===== src/rtl/lemniscate_tracking_controller_defines.svh =====
// Assertion macros for the lemniscate tracking controller.
// Included by the RTL files that carry concurrent assertions; needs clk and arst_n in scope.
`ifndef LEMNISCATE_TRACKING_CONTROLLER_DEFINES_SVH
`define LEMNISCATE_TRACKING_CONTROLLER_DEFINES_SVH

`ifndef SYNTHESIS
// Same-cycle implication, sampled on clk, off while reset is asserted.
`define LTC_ASSERT_IMP(lbl, ante, cons, msg) \
	lbl: assert property (@(posedge clk) disable iff (!arst_n) (ante) |-> (cons)) \
		else $error(msg);
// Next-cycle implication, sampled on clk, off while reset is asserted.
`define LTC_ASSERT_NXT(lbl, ante, cons, msg) \
	lbl: assert property (@(posedge clk) disable iff (!arst_n) (ante) |=> (cons)) \
		else $error(msg);
`else
`define LTC_ASSERT_IMP(lbl, ante, cons, msg)
`define LTC_ASSERT_NXT(lbl, ante, cons, msg)
`endif

`endif


===== src/rtl/ltc_pkg.sv =====
// Shared constants, types and helper functions of the lemniscate tracking controller.
// No dependencies; used by ltc_cordic, ltc_arith and the top level.
package ltc_pkg;

	localparam int DEF_FRACTION_BITS = 16;
	localparam int DEF_CORDIC_STEPS  = 16;
	localparam int ATAN_ENTRIES      = 24;

	localparam logic [31:0] CORDIC_K_Q30 = 32'd652032875;
	localparam logic [31:0] SQRT2_Q30    = 32'd1518500250;

	// Operand and result widths of the shared arithmetic unit and the CORDIC.
	localparam int DIV_BITS   = 60;
	localparam int DVS_W      = 34;
	localparam int MUL_B_W    = 32;
	localparam int MUL_DIGIT  = 8;
	localparam int MUL_DIGITS = MUL_B_W / MUL_DIGIT;
	localparam int CRD_W      = 36;

	// Input opcodes.
	localparam logic [1:0] OP_ODOM  = 2'd0;
	localparam logic [1:0] OP_TICK  = 2'd1;
	localparam logic [1:0] OP_START = 2'd2;
	localparam logic [1:0] OP_STOP  = 2'd3;

	// Register indexes.
	localparam logic [2:0] REG_AMPLITUDE   = 3'd0;
	localparam logic [2:0] REG_GAIN        = 3'd1;
	localparam logic [2:0] REG_LOOKAHEAD   = 3'd2;
	localparam logic [2:0] REG_PHASE_STEP  = 3'd3;
	localparam logic [2:0] REG_TICK_PERIOD = 3'd4;

	localparam logic [23:0] RST_AMPLITUDE   = 24'd196608;
	localparam logic [23:0] RST_GAIN        = 24'd65536;
	localparam logic [19:0] RST_LOOKAHEAD   = 20'd3277;
	localparam logic [30:0] RST_PHASE_STEP  = 31'd6835653;
	localparam logic [19:0] RST_TICK_PERIOD = 20'd6554;

	typedef struct packed {
		logic start;
		logic is_div;
	} ltc_ar_req_t;

	typedef struct packed {
		logic busy;
		logic done;
	} ltc_unit_sts_t;

	// Arctangent of 2^-i as a binary angle, 2^32 per turn.
	function automatic logic [31:0] atan_entry(input logic [4:0] idx);
		logic [31:0] r;
		case (idx)
			5'd0:  r = 32'd536870912;
			5'd1:  r = 32'd316933406;
			5'd2:  r = 32'd167458907;
			5'd3:  r = 32'd85004756;
			5'd4:  r = 32'd42667331;
			5'd5:  r = 32'd21354465;
			5'd6:  r = 32'd10679838;
			5'd7:  r = 32'd5340245;
			5'd8:  r = 32'd2670163;
			5'd9:  r = 32'd1335087;
			5'd10: r = 32'd667544;
			5'd11: r = 32'd333772;
			5'd12: r = 32'd166886;
			5'd13: r = 32'd83443;
			5'd14: r = 32'd41722;
			5'd15: r = 32'd20861;
			5'd16: r = 32'd10430;
			5'd17: r = 32'd5215;
			5'd18: r = 32'd2608;
			5'd19: r = 32'd1304;
			5'd20: r = 32'd652;
			5'd21: r = 32'd326;
			5'd22: r = 32'd163;
			5'd23: r = 32'd81;
			default: r = 32'd0;
		endcase
		return r;
	endfunction

	function automatic logic signed [31:0] sat32(input logic signed [63:0] v);
		logic signed [31:0] r;
		if (v > 64'sd2147483647) begin
			r = 32'sh7FFF_FFFF;
		end else if (v < -64'sd2147483648) begin
			r = 32'sh8000_0000;
		end else begin
			r = v[31:0];
		end
		return r;
	endfunction

endpackage


===== src/rtl/ltc_cordic.sv =====
// Iterative CORDIC, one micro-rotation per cycle, in rotation mode (sine and cosine)
// or vectoring mode (atan2). Depends on ltc_pkg.
module ltc_cordic #(
	parameter int CORDIC_STEPS = ltc_pkg::DEF_CORDIC_STEPS
) (
	input  logic                                clk,
	input  logic                                arst_n,
	input  logic                                start,
	input  logic                                vec,
	input  logic [31:0]                         angle,
	input  logic signed [ltc_pkg::CRD_W-1:0]    vin_x,
	input  logic signed [ltc_pkg::CRD_W-1:0]    vin_y,
	output ltc_pkg::ltc_unit_sts_t              sts,
	output logic signed [ltc_pkg::CRD_W-1:0]    out_x,
	output logic signed [ltc_pkg::CRD_W-1:0]    out_y,
	output logic [31:0]                         out_z
);

	localparam int IW = $clog2(ltc_pkg::ATAN_ENTRIES);

	logic                              busy_q, done_q;
	logic [IW-1:0]                     i_q;
	logic                              vec_q, flip_q;
	logic signed [ltc_pkg::CRD_W-1:0]  x_q, y_q, dx, dy, x_n, y_n;
	logic signed [32:0]                z_q, z_n, at;
	logic                              dir, last, flip_in;
	logic [31:0]                       ang_in;

	assign last    = (i_q == IW'(CORDIC_STEPS - 1));
	assign flip_in = (angle[31:30] == 2'b01) || (angle[31:30] == 2'b10);
	assign ang_in  = flip_in ? (angle + 32'h8000_0000) : angle;

	always_comb begin
		dx  = y_q >>> i_q;
		dy  = x_q >>> i_q;
		at  = {1'b0, ltc_pkg::atan_entry(5'(i_q))};
		dir = vec_q ? (y_q > 0) : !z_q[32];
		if (dir) begin
			x_n = x_q - dx;
			y_n = y_q + dy;
			z_n = z_q - at;
		end else begin
			x_n = x_q + dx;
			y_n = y_q - dy;
			z_n = z_q + at;
		end
		// Vectoring runs the opposite way round.
		if (vec_q) begin
			x_n = dir ? x_q + dx : x_q - dx;
			y_n = dir ? y_q - dy : y_q + dy;
			z_n = dir ? z_q + at : z_q - at;
		end
	end

	always_ff @(posedge clk or negedge arst_n) begin
		if (!arst_n) begin
			busy_q <= 1'b0;
			done_q <= 1'b0;
			i_q    <= '0;
		end else begin
			done_q <= 1'b0;
			if (start) begin
				busy_q <= 1'b1;
				i_q    <= '0;
			end else if (busy_q) begin
				i_q <= i_q + 1'b1;
				if (last) begin
					busy_q <= 1'b0;
					done_q <= 1'b1;
				end
			end
		end
	end

	always_ff @(posedge clk) begin
		if (start) begin
			vec_q <= vec;
			if (vec) begin
				flip_q <= 1'b0;
				if (vin_x < 0) begin
					x_q <= -vin_x;
					y_q <= -vin_y;
					z_q <= 33'sh0_8000_0000;
				end else begin
					x_q <= vin_x;
					y_q <= vin_y;
					z_q <= '0;
				end
			end else begin
				flip_q <= flip_in;
				x_q    <= ltc_pkg::CRD_W'(ltc_pkg::CORDIC_K_Q30);
				y_q    <= '0;
				z_q    <= {ang_in[31], ang_in};
			end
		end else if (busy_q) begin
			z_q <= z_n;
			if (last && flip_q) begin
				x_q <= -x_n;
				y_q <= -y_n;
			end else begin
				x_q <= x_n;
				y_q <= y_n;
			end
		end
	end

	assign sts.busy = busy_q;
	assign sts.done = done_q;
	assign out_x    = x_q;
	assign out_y    = y_q;
	assign out_z    = z_q[31:0];

endmodule


===== config.mk =====
export PLATFORM = sky130hd
export DESIGN_NAME = ltc_cordic
export DESIGN_NICKNAME = d
export VERILOG_FILES = /design/src/rtl/lemniscate_tracking_controller_defines.svh /design/src/rtl/ltc_pkg.sv /design/src/rtl/ltc_cordic.sv
export SDC_FILE = /design/constraint.sdc
export NUM_CORES = 1
export LEC_CHECK = 0
export BUFFER_PORTS_ARGS = -buffer_cell sky130_fd_sc_hd__buf_4
export CAP_MARGIN = 25
export CORE_UTILIZATION = 45
export DETAILED_ROUTE_END_ITERATION = 10
export MAX_ROUTING_LAYER = met4
export PLACE_DENSITY = 0.66
export SETUP_SLACK_MARGIN = 0.1
export SLEW_MARGIN = 20
export SYNTH_ARGS = -nofsm -noshare
export SYNTH_HDL_FRONTEND = slang
export SYNTH_SLANG_ARGS = --single-unit

===== constraint.sdc =====
create_clock -name clk -period 6.41 [get_ports clk]
set_input_delay 0.3205 -clock clk [delete_from_list [all_inputs] [get_ports clk]]
set_output_delay 0.3205 -clock clk [all_outputs]
set_load 0.01 [all_outputs]

==> out/metrics.cfg <==
[run_status]
outcome = finished clean

[cts]
cts_tree = built
clk_pin_slew_worst_paths_ns = 0.07
cts.htree.levels = 4
cts_buffer_depth = 2
clkLatencyLatePin_ns = 0.49
cts_buffers = 17
cts_root_buf = clkbuf_16
cts.sinks = 114

[die]
die_h_um = 231
start_util_pct = 45.8
core_area_um2 = 51500
die_w_um = 231
num_rows = 83
ioPinCount = 214
die-area_um2 = 53400

[critical_path]
start_kind = register
cp_max_fo = 8
cp-startpoint = i_q[1]
worstSetupEndpointType = register
crit_path_frequent_cell = buf_4
critical_path.max_stage_delay_ns = 0.56
rr_startpoint = i_q[1]
critPathArrivalTime_ns = 6.30
criticalPathCategory = register to register
path_cells = clkbuf_4, buf_4, mux4_2, nand2_1, nand2_1, mux2i_2, mux2i_1, ha_1, fa_1, nand2b_1, a21oi_4, o311ai_4, a21o_2, o311a_1, a211oi_1, buf_4, a41oi_1, a221oi_1, xor2_1, buf_4, nor3b_2, a41oi_1, xor2_1, o22ai_1
path_buf_inv = 4
critPathTopFamily = compound AO/OA/AOI/OAI gates
required_ns = 6.63
slowest_stage = dfrtp_4

[route]
antenna_left = 0
drt_pass1_iterations = 6
dr.first_iter.drc_count = 2099
drc_errors = 0
post_drt_wl_per_cell_um = 22.6
drt-total-wl_um = 92900
vias_per_cell = 6.27
vias = 25800

[timing]
layout_min_cycle_time_ns = 6.08
worstMarginPinSlew_ns = 0.879
fin_crit_sh_pct = 94.8
drv_slew = 0
setup-violations-final = 0
rsz0062_at_grt = true
fmax_ghz = 0.164
fin_skew_ns = 0.0151
finalWorstSetupSlack_ns = 0.330
max_slew_margin_pct = 41.4
whs_ns = 0.104
final_hold_viol_count = 0

[layout]
synthToLayoutAreaGrowth_pct = 17.0
drive_gt1_share_pct = 17.0
nNetsFinal = 3755
num-fill-cells = 5105
multiInputGateArea_um2 = 18700
final_util_pct = 53.6
seqCellArea_um2 = 3400

[synthesis]
synth_top_area_share_pct = 13.6
synthTopCellsByCount = nand2_1 (367), nor2_1 (288), a21oi_1 (259)
synth.distinct_cells = 93
synth_area_leaders = edfxtp_1 (14%), ha_1 (12%), nand2_1 (5.8%)
synth_nets = 3564
synth_largest_area_cell = edfxtp_1
synthCells = 3227
syn_area_um2 = 23600
ys_dominant_reg_cell = edfxtp_1
synth_most_common_cell = nand2_1
synth-async-reset-ratio_pct = 6.14
ys_warn_count = 0
avgSynthCellArea_um2 = 7.31
ys_seq_elements = 114
synth_edf_count = 107
ys_seq_area_share_pct = 14.4

[placement]
pre_cts_slack_ns = -0.322
dpl.hpwl_um = 73200
portBuffers = 213
gp_congestion = 1.01

[global_route]
overflow = 0
antenna_found_initial = 1
grt_util_met2_pct = 56.8
grt_pass1_wl_um = 141000
grt_pass1_vias = 24300
grt_use_met3_pct = 4.09
busiest_layer = met2
grt_max_degree = 100
gr-usage-met1_pct = 44.1
grt_use_total_pct = 34.9

[pwr]
power_leakage_nw = 12.3
irDropWorstVdd_mv = 0.428
powerDensity_nw_per_um2 = 687

[worst_hold_path]
hp-class = input port to register
min_from = angle[24]

[flow_run]
cap_violations = 0

flip-flops by register name, summed over array words and instances (netlist names):
name,count
done_q,1
flip_q,1
vec_q,1
z_q,33
out_y,36
i_q,5
busy_q,1
out_x,36
where the power goes:
part	switching, W	internal, W	total [W]
sequential	0.000576	0.00134	0.00192
clock	0.000423	0.000707	0.00113
combinational	0.00934	0.00658	0.0159
total	0.0103	0.00863	0.0190
routing by layer:
layer	share of wire, %	vias to the layer above
li1	-	12000
met1	43	12400
met2	47	1143
met3	6.4	206
met4	4.2	0
met5	0	-
per-stage QoR:
stage	setup TNS (ns)	power [W]	cells	area, um2
floorplan	0	0.0122	3227	23600
global placement	-2.06	0.0169	4064	26500
detailed placement	-2.64	0.0170	4064	26500
CTS	0	0.0183	4099	27200
global route	0	0.0204	4112	27600
finish	0	0.0190	4112	27600
layout by cell type, fill, tap and decap left out, types with 10 or more instances in the layout:
master,Yosys,layout
a211oi_1,52,48
a21o_1,43,42
a21oi_1,259,255
a221oi_1,12,11
a22oi_1,21,21
a31oi_1,42,40
and2_1,12,12
and3_1,22,22
buf_12,0,10
buf_4,35,394
clkbuf_16,0,18
edfxtp_1,107,107
ha_1,223,221
inv_1,218,214
mux2_2,17,17
mux2i_1,102,97
mux4_2,33,33
nand2_1,367,364
nand2b_1,41,41
nand3_1,52,52
nand4_1,16,16
nor2_1,288,283
nor2b_1,41,41
nor3_1,72,71
nor4_1,33,30
o211ai_1,27,27
o21a_1,54,54
o21ai_0,200,184
o21ai_1,1,15
o21bai_1,41,41
o22ai_1,56,56
o31ai_1,50,48
o41ai_1,16,13
or2_2,11,11
or3_1,23,23
or4_1,21,21
xnor2_1,132,130
xor2_1,109,109
tightest hold or removal path, cell delays in order:
cell	delay, ns
buf_4	0.08
nand2_1	0.03
o21ai_0	0.05
path summary, 6_finish.rpt:
kind,cells after the start,end,slack [ns]
min,3,z_q[24],0.10
max reg2reg,24,out_x[34],0.33
max in group asynchronous,2,i_q[1],6.05
min reg2reg,1,i_q[4],0.70
max,24,out_x[34],0.33
min in group asynchronous,2,busy_q,0.20
logic make-up (layout without fill, tap and decap cells):
logic type,Yosys count,count (layout),share of synthesized area [%]
AOI/OAI and AO/OA,997,997,27.4
muxes,152,152,8.29
DFF,114,114,14.4
other,0,1,0
buffers and inverters,454,658,7.91
xor gates and xnor gates,241,241,8.94
adders and majority gates,229,229,12.3
and+or+nand+nor,1040,1040,20.8
layout make-up:
cell class                      count  share of cell area, %
Multi-Input combinational cell   2659                   67.7
Clock buffer                       22                   1.68
Timing Repair Buffer              408                   11.6
Tap cell                          680                   3.08
Clock inverter                     10                  0.657
Inverter                          218                   2.98
Antenna cell                        1                0.00906
Sequential cell                   114                   12.3
repair_timing:
action                                  in CTS  in global routing
endpoints found under the hold margin        7                  0
hold buffers                                 1                  0
buffers inserted                             2                 11
gates cloned                                 0                  1
resized for setup                            9                 66
endpoints found under the setup margin      24                 40
pin swaps                                    0                 10
Note: power is estimated with default switching activity, not from simulation.
