`src/rtl/lemniscate_tracking_controller_defines.svh`:
```
// Assertion macros for the lemniscate tracking controller.
// Included by the RTL files that carry concurrent assertions; needs clk and arst_n in scope.
`ifndef LEMNISCATE_TRACKING_CONTROLLER_DEFINES_SVH
`define LEMNISCATE_TRACKING_CONTROLLER_DEFINES_SVH

`ifndef SYNTHESIS
// Same-cycle implication, sampled on clk, off while reset is asserted.
`define LTC_ASSERT_IMP(lbl, ante, cons, msg) \
	lbl: assert property (@(posedge clk) disable iff (!arst_n) (ante) |-> (cons)) \
		else $error(msg);
// Next-cycle implication, sampled on clk, off while reset is asserted.
`define LTC_ASSERT_NXT(lbl, ante, cons, msg) \
	lbl: assert property (@(posedge clk) disable iff (!arst_n) (ante) |=> (cons)) \
		else $error(msg);
`else
`define LTC_ASSERT_IMP(lbl, ante, cons, msg)
`define LTC_ASSERT_NXT(lbl, ante, cons, msg)
`endif

`endif

```
`src/rtl/ltc_pkg.sv`:
```
// Shared constants, types and helper functions of the lemniscate tracking controller.
// No dependencies; used by ltc_cordic, ltc_arith and the top level.
package ltc_pkg;

	localparam int DEF_FRACTION_BITS = 16;
	localparam int DEF_CORDIC_STEPS  = 16;
	localparam int ATAN_ENTRIES      = 24;

	localparam logic [31:0] CORDIC_K_Q30 = 32'd652032875;
	localparam logic [31:0] SQRT2_Q30    = 32'd1518500250;

	// Operand and result widths of the shared arithmetic unit and the CORDIC.
	localparam int DIV_BITS   = 60;
	localparam int DVS_W      = 34;
	localparam int MUL_B_W    = 32;
	localparam int MUL_DIGIT  = 8;
	localparam int MUL_DIGITS = MUL_B_W / MUL_DIGIT;
	localparam int CRD_W      = 36;

	// Input opcodes.
	localparam logic [1:0] OP_ODOM  = 2'd0;
	localparam logic [1:0] OP_TICK  = 2'd1;
	localparam logic [1:0] OP_START = 2'd2;
	localparam logic [1:0] OP_STOP  = 2'd3;

	// Register indexes.
	localparam logic [2:0] REG_AMPLITUDE   = 3'd0;
	localparam logic [2:0] REG_GAIN        = 3'd1;
	localparam logic [2:0] REG_LOOKAHEAD   = 3'd2;
	localparam logic [2:0] REG_PHASE_STEP  = 3'd3;
	localparam logic [2:0] REG_TICK_PERIOD = 3'd4;

	localparam logic [23:0] RST_AMPLITUDE   = 24'd196608;
	localparam logic [23:0] RST_GAIN        = 24'd65536;
	localparam logic [19:0] RST_LOOKAHEAD   = 20'd3277;
	localparam logic [30:0] RST_PHASE_STEP  = 31'd6835653;
	localparam logic [19:0] RST_TICK_PERIOD = 20'd6554;

	typedef struct packed {
		logic start;
		logic is_div;
	} ltc_ar_req_t;

	typedef struct packed {
		logic busy;
		logic done;
	} ltc_unit_sts_t;

	// Arctangent of 2^-i as a binary angle, 2^32 per turn.
	function automatic logic [31:0] atan_entry(input logic [4:0] idx);
		logic [31:0] r;
		case (idx)
			5'd0:  r = 32'd536870912;
			5'd1:  r = 32'd316933406;
			5'd2:  r = 32'd167458907;
			5'd3:  r = 32'd85004756;
			5'd4:  r = 32'd42667331;
			5'd5:  r = 32'd21354465;
			5'd6:  r = 32'd10679838;
			5'd7:  r = 32'd5340245;
			5'd8:  r = 32'd2670163;
			5'd9:  r = 32'd1335087;
			5'd10: r = 32'd667544;
			5'd11: r = 32'd333772;
			5'd12: r = 32'd166886;
			5'd13: r = 32'd83443;
			5'd14: r = 32'd41722;
			5'd15: r = 32'd20861;
			5'd16: r = 32'd10430;
			5'd17: r = 32'd5215;
			5'd18: r = 32'd2608;
			5'd19: r = 32'd1304;
			5'd20: r = 32'd652;
			5'd21: r = 32'd326;
			5'd22: r = 32'd163;
			5'd23: r = 32'd81;
			default: r = 32'd0;
		endcase
		return r;
	endfunction

	function automatic logic signed [31:0] sat32(input logic signed [63:0] v);
		logic signed [31:0] r;
		if (v > 64'sd2147483647) begin
			r = 32'sh7FFF_FFFF;
		end else if (v < -64'sd2147483648) begin
			r = 32'sh8000_0000;
		end else begin
			r = v[31:0];
		end
		return r;
	endfunction

endpackage

```
`src/rtl/ltc_arith.sv`:
```
// Shared multi-cycle arithmetic unit: signed multiply by 8-bit digits of the second
// operand, and signed-by-positive division one quotient bit a cycle. Depends on ltc_pkg.
module ltc_arith (
	input  logic                    clk,
	input  logic                    arst_n,
	input  ltc_pkg::ltc_ar_req_t    req,
	input  logic signed [63:0]      op_a,
	input  logic signed [63:0]      op_b,
	output ltc_pkg::ltc_unit_sts_t  sts,
	output logic signed [63:0]      result
);

	localparam int DB = ltc_pkg::DIV_BITS;
	localparam int DW = ltc_pkg::DVS_W;
	localparam int MD = ltc_pkg::MUL_DIGIT;

	logic                   busy_q, done_q, div_q;
	logic [5:0]             cnt_q;
	logic                   last;
	logic signed [63:0]     ma_q, acc_q, acc_n, res_q, mag;
	logic [ltc_pkg::MUL_B_W-1:0] mb_q;
	logic signed [MD:0]     digit;
	logic signed [72:0]     pp;
	logic                   neg_q;
	logic [DB-1:0]          quo_q, quo_n;
	logic [DW-1:0]          dvs_q, rem_q, rem_n;
	logic [DW:0]            trial;

	assign last = div_q ? (cnt_q == 6'(DB - 1)) : (cnt_q == 6'(ltc_pkg::MUL_DIGITS - 1));
	assign mag  = op_a[63] ? -op_a : op_a;

	always_comb begin
		// Only the top digit of the multiplier operand carries the sign.
		if (cnt_q == 6'(ltc_pkg::MUL_DIGITS - 1)) begin
			digit = {mb_q[MD-1], mb_q[MD-1:0]};
		end else begin
			digit = {1'b0, mb_q[MD-1:0]};
		end
		pp    = ma_q * digit;
		acc_n = acc_q + pp[63:0];
		trial = {rem_q, quo_q[DB-1]};
		if (trial >= {1'b0, dvs_q}) begin
			rem_n = DW'(trial - {1'b0, dvs_q});
			quo_n = {quo_q[DB-2:0], 1'b1};
		end else begin
			rem_n = trial[DW-1:0];
			quo_n = {quo_q[DB-2:0], 1'b0};
		end
	end

	always_ff @(posedge clk or negedge arst_n) begin
		if (!arst_n) begin
			busy_q <= 1'b0;
			done_q <= 1'b0;
			cnt_q  <= '0;
		end else begin
			done_q <= 1'b0;
			if (req.start) begin
				busy_q <= 1'b1;
				cnt_q  <= '0;
			end else if (busy_q) begin
				cnt_q <= cnt_q + 1'b1;
				if (last) begin
					busy_q <= 1'b0;
					done_q <= 1'b1;
				end
			end
		end
	end

	always_ff @(posedge clk) begin
		if (req.start) begin
			div_q <= req.is_div;
			ma_q  <= op_a;
			mb_q  <= op_b[ltc_pkg::MUL_B_W-1:0];
			acc_q <= '0;
			neg_q <= op_a[63];
			quo_q <= mag[DB-1:0];
			rem_q <= '0;
			dvs_q <= op_b[DW-1:0];
		end else if (busy_q) begin
			if (div_q) begin
				rem_q <= rem_n;
				quo_q <= quo_n;
				if (last) begin
					res_q <= neg_q ? -{{(64-DB){1'b0}}, quo_n} : {{(64-DB){1'b0}}, quo_n};
				end
			end else begin
				acc_q <= acc_n;
				ma_q  <= ma_q <<< MD;
				mb_q  <= mb_q >> MD;
				if (last) begin
					res_q <= acc_n;
				end
			end
		end
	end

	assign sts.busy = busy_q;
	assign sts.done = done_q;
	assign result   = res_q;

endmodule

```
`config.mk`:
```
export PLATFORM = sky130hd
export DESIGN_NAME = ltc_arith
export DESIGN_NICKNAME = d
export VERILOG_FILES = /design/src/rtl/lemniscate_tracking_controller_defines.svh /design/src/rtl/ltc_pkg.sv /design/src/rtl/ltc_arith.sv
export SDC_FILE = /design/constraint.sdc
export NUM_CORES = 2
export LEC_CHECK = 0
export BUFFER_PORTS_ARGS = -buffer_cell sky130_fd_sc_hd__clkbuf_2
export CAP_MARGIN = 30
export CORE_MARGIN = 2
export CORE_UTILIZATION = 31
export CTS_CLUSTER_SIZE = 14
export DETAILED_ROUTE_END_ITERATION = 10
export RECOVER_POWER = 25
export SETUP_SLACK_MARGIN = 0.4
export SLEW_MARGIN = 20
export SYNTH_ARGS = -nofsm -noshare
export SYNTH_HDL_FRONTEND = slang
export SYNTH_SLANG_ARGS = --single-unit
```
`constraint.sdc`:
```
create_clock -name clk -period 18.1 [get_ports clk]
set_clock_uncertainty 0.2 [all_clocks]
set_input_delay 0 -clock clk [delete_from_list [all_inputs] [get_ports clk]]
set_output_delay 0 -clock clk [all_outputs]
set_load 0.005 [all_outputs]
```
==> run metrics <==
result of the run complete, but fails checks; failing checks max-capacitance violations, max-slew violations; simple-gate portion of the synthesized area 0.148; top-level port count about 200; DRC errors left 0; drt initial violations ~1800; Post-Syn Instances about 3900; most common cell after layout, fill and taps aside sky130_fd_sc_hd__inv_1; commonest non-fill, non-tap cells in the layout sky130_fd_sc_hd__inv_1 (585), sky130_fd_sc_hd__fa_1 (464), sky130_fd_sc_hd__nand2_1 (337); register bit count reported by yosys about 360; core outline area ~120000 sq um; post-route worst hold slack roughly 0.038 ns; total detailed-routing wirelength 108000 um; part of the cycle the worst path needs 0.492; wire per inst around 19 um; Port-buffer cells between 150 and 200; Area growth, synth to finish 13.7%; non-filler instance count after layout between 5000 and 6000; setup repair after global routing missed its margin no; number of violations of the max-capacitance limit 4; cell total after placement 5387; endpoint of the lowest-slack register-to-register path result[57]; Clock Sink Count approximately 360; utilization after layout 0.356; proportion of netlist area held by the largest area contributor 0.251; Chip Width between 300 and 400 um; worst slew slack as a fraction of its limit -1.47; crit path max fanout 29; share of the synthesized netlist area taken by xor and xnor gates 0.0521; number of rows in the core area 126; number of buffers on the longest clock path 3; CP Capture Type flop; Clock transition at path regs 0.06 ns; Adder-Cell Fraction of Synth Area 0.311; Layout Nets 4807; root cell of the clock tree sky130_fd_sc_hd__clkbuf_16; via count of the first global-routing pass approximately 29000; effective utilization at floorplan 0.313; number of buffers created by CTS 44; Post-Route Setup TNS 0 ns; multiplexer fraction of the synthesized cell area 0.0295; Worst R2R Start cnt_q[0]; cell area after synthesis roughly 37000 sq um; highest achievable clock rate 0.112 GHz; ys async rst share 0.0221; Final Hold Violating Endpoints 0; number of antenna violations at the first check in global routing 21; DR vias ~28000; Post-synth EDFFs around 260; Die Footprint 122000 sq um; flip-flop cell with the highest count after synthesis sky130_fd_sc_hd__edfxtp_1; clock tree from TritonCTS done; clk_lat worst skew about 0.62 ns; final slew viol count about 250; estimated wirelength of the detail-placed design 80900 um; Die Y around 350 um; synthesis warning total 0; min Tclk post-route between 8 and 9 ns; final-report setup violation count 0; GRT overflow 0; remaining antenna violation count 0; count of unique library cells instantiated by Yosys slightly below 80; data arrival time of the worst path a little over 9 ns; pin count of the biggest net entering global routing 128; slew of the pin with the lowest slew margin roughly 3.7 ns; Net Count, Synth around 4600; main combinational cell family by area after synthesis adder cells; compound-cell area share of the yosys netlist 0.112; placer congestion estimate approximately 0.87; Worst Reg2Reg Path Length in Cells 24; data required time of the worst path about 18 ns; synthesized area divided by synthesized cell count between 9 and 10 sq um; slack of the worst reg-to-reg path between 9 and 10 ns; cell accounting for the most synthesized area sky130_fd_sc_hd__fa_1; Startpoint Class flop; Hold Crit Class in2reg; drt first pass iters 5; Global Route Usage Sum 0.178; Setup crit end result[57]; sequential-to-total area share from yosys stat 0.266; classification of the worst setup path reg2reg; average via count per standard cell around 5; global-route wire length before repair between 150000 and 200000 um; top area cells in the synthesized netlist sky130_fd_sc_hd__fa_1 (25%), sky130_fd_sc_hd__edfxtp_1 (21%), sky130_fd_sc_hd__inv_1 (6.0%); Critical Path Source cnt_q[0]; ratio of cells with drive above 1 in the final layout 0.0786; maximum level of the CTS H-tree 2
==> flip-flops by register name (all words and copies together), names as in the netlist, 6 cells and up <==
| register | cells |
|---|---|
| acc_q | 64 |
| cnt_q | 6 |
| dvs_q | 34 |
| ma_q | 64 |
| mb_q | 32 |
| quo_q | 60 |
| rem_q | 34 |
| result | 64 |
==> final cells by class <==
cell class / instances / area, sq um
Clock inverter: 30 / 344
Fill cell: 12000 / 76200
Timing Repair Buffer: 344 / 2450
Sequential cell: 362 / 9850
Inverter: 588 / 2210
Antenna cell: 6 / 15.0
Tap cell: 1536 / 1920
Multi-Input combinational cell: 2695 / 24200
Clock buffer: 52 / 1130
==> stage by stage <==
stage | setup WS, ns | area (sq um)
after global placement | 9.35 | 39300
after CTS | 9.30 | 42200
final | 9.19 | 42100
after floorplan | 10.81 | 37000
after global routing | 8.76 | 42100
after detailed placement | 9.38 | 39300
==> cells in the mapped netlist (all sizes together), types with 9 or more instances <==
master  instances
a211oi         14
a21o           45
a21oi         208
a22o           40
a31oi          22
and2          319
and3           11
buf            49
clkbuf        171
dfxtp          98
edfxtp        256
fa            464
ha            176
inv           587
mux2           81
mux2i          18
nand2         338
nand2b         20
nand3          19
nand4          26
nor2          211
nor2b          15
nor3           21
o211ai         15
o21a            9
o21ai         157
o21bai         19
o31ai          43
o41ai          27
or2            26
or3            25
or4            27
xnor2          81
xor2          139
==> repair_timing <==
item	CTS	global route
hold buffers	138	0
resized for setup	0	0
setup buffers	0	0
hold endpoints to repair	223	0
==> worst min path at each step <==
stage | from | to | depth (start not counted)
floorplan | arst_n | busy_q | 0
global placement | arst_n | done_q | 1
detailed placement | arst_n | done_q | 1
CTS | op_b[28] | mb_q[28] | 3
global route | op_b[15] | mb_q[15] | 3
finish | op_b[15] | mb_q[15] | 3
==> critical path, stage by stage (launching register included) <==
cell,delay (ns)
sky130_fd_sc_hd__dfrtp_1,0.38
sky130_fd_sc_hd__ha_1,0.19
sky130_fd_sc_hd__nor2b_1,0.18
sky130_fd_sc_hd__nor4b_1,0.51
sky130_fd_sc_hd__nand2_2,0.08
sky130_fd_sc_hd__buf_4,0.28
sky130_fd_sc_hd__nor2_1,0.22
sky130_fd_sc_hd__fa_1,0.42
sky130_fd_sc_hd__inv_1,0.11
sky130_fd_sc_hd__fa_1,0.45
sky130_fd_sc_hd__fa_1,0.53
sky130_fd_sc_hd__fa_1,0.54
sky130_fd_sc_hd__fa_1,0.55
sky130_fd_sc_hd__inv_1,0.05
sky130_fd_sc_hd__ha_1,0.37
sky130_fd_sc_hd__nand4_1,0.28
sky130_fd_sc_hd__a211oi_1,0.62
sky130_fd_sc_hd__a32oi_1,0.35
sky130_fd_sc_hd__a31oi_1,0.54
sky130_fd_sc_hd__a21oi_1,0.23
sky130_fd_sc_hd__o21ai_0,0.49
sky130_fd_sc_hd__a41o_1,0.37
sky130_fd_sc_hd__a31oi_1,0.14
sky130_fd_sc_hd__xor2_1,0.35
sky130_fd_sc_hd__o21ai_1,0.13
==> logic make-up (layout without fill, tap and decap cells) <==
logic type | after synthesis | in the layout
adder cells (fa/ha/maj) | 640 | 640
flip-flops | 362 | 362
buffers and inverters | 808 | 1014
multiplexers | 99 | 99
XOR/XNOR | 220 | 220
AND/OR/NAND/NOR | 1082 | 1082
other | 0 | 6
AO/OA/AOI/OAI | 654 | 654
==> layer usage <==
metal / routed length (um) / global-route usage
met3: 6450 / 0.0322
met4: 3780 / 0.0627
met5: 158 / 0
met2: 50000 / 0.289
met1: 47200 / 0.236
Power is not shown: default switching activity piles up to over one toggle a cycle in this logic, so the estimate is an artifact.
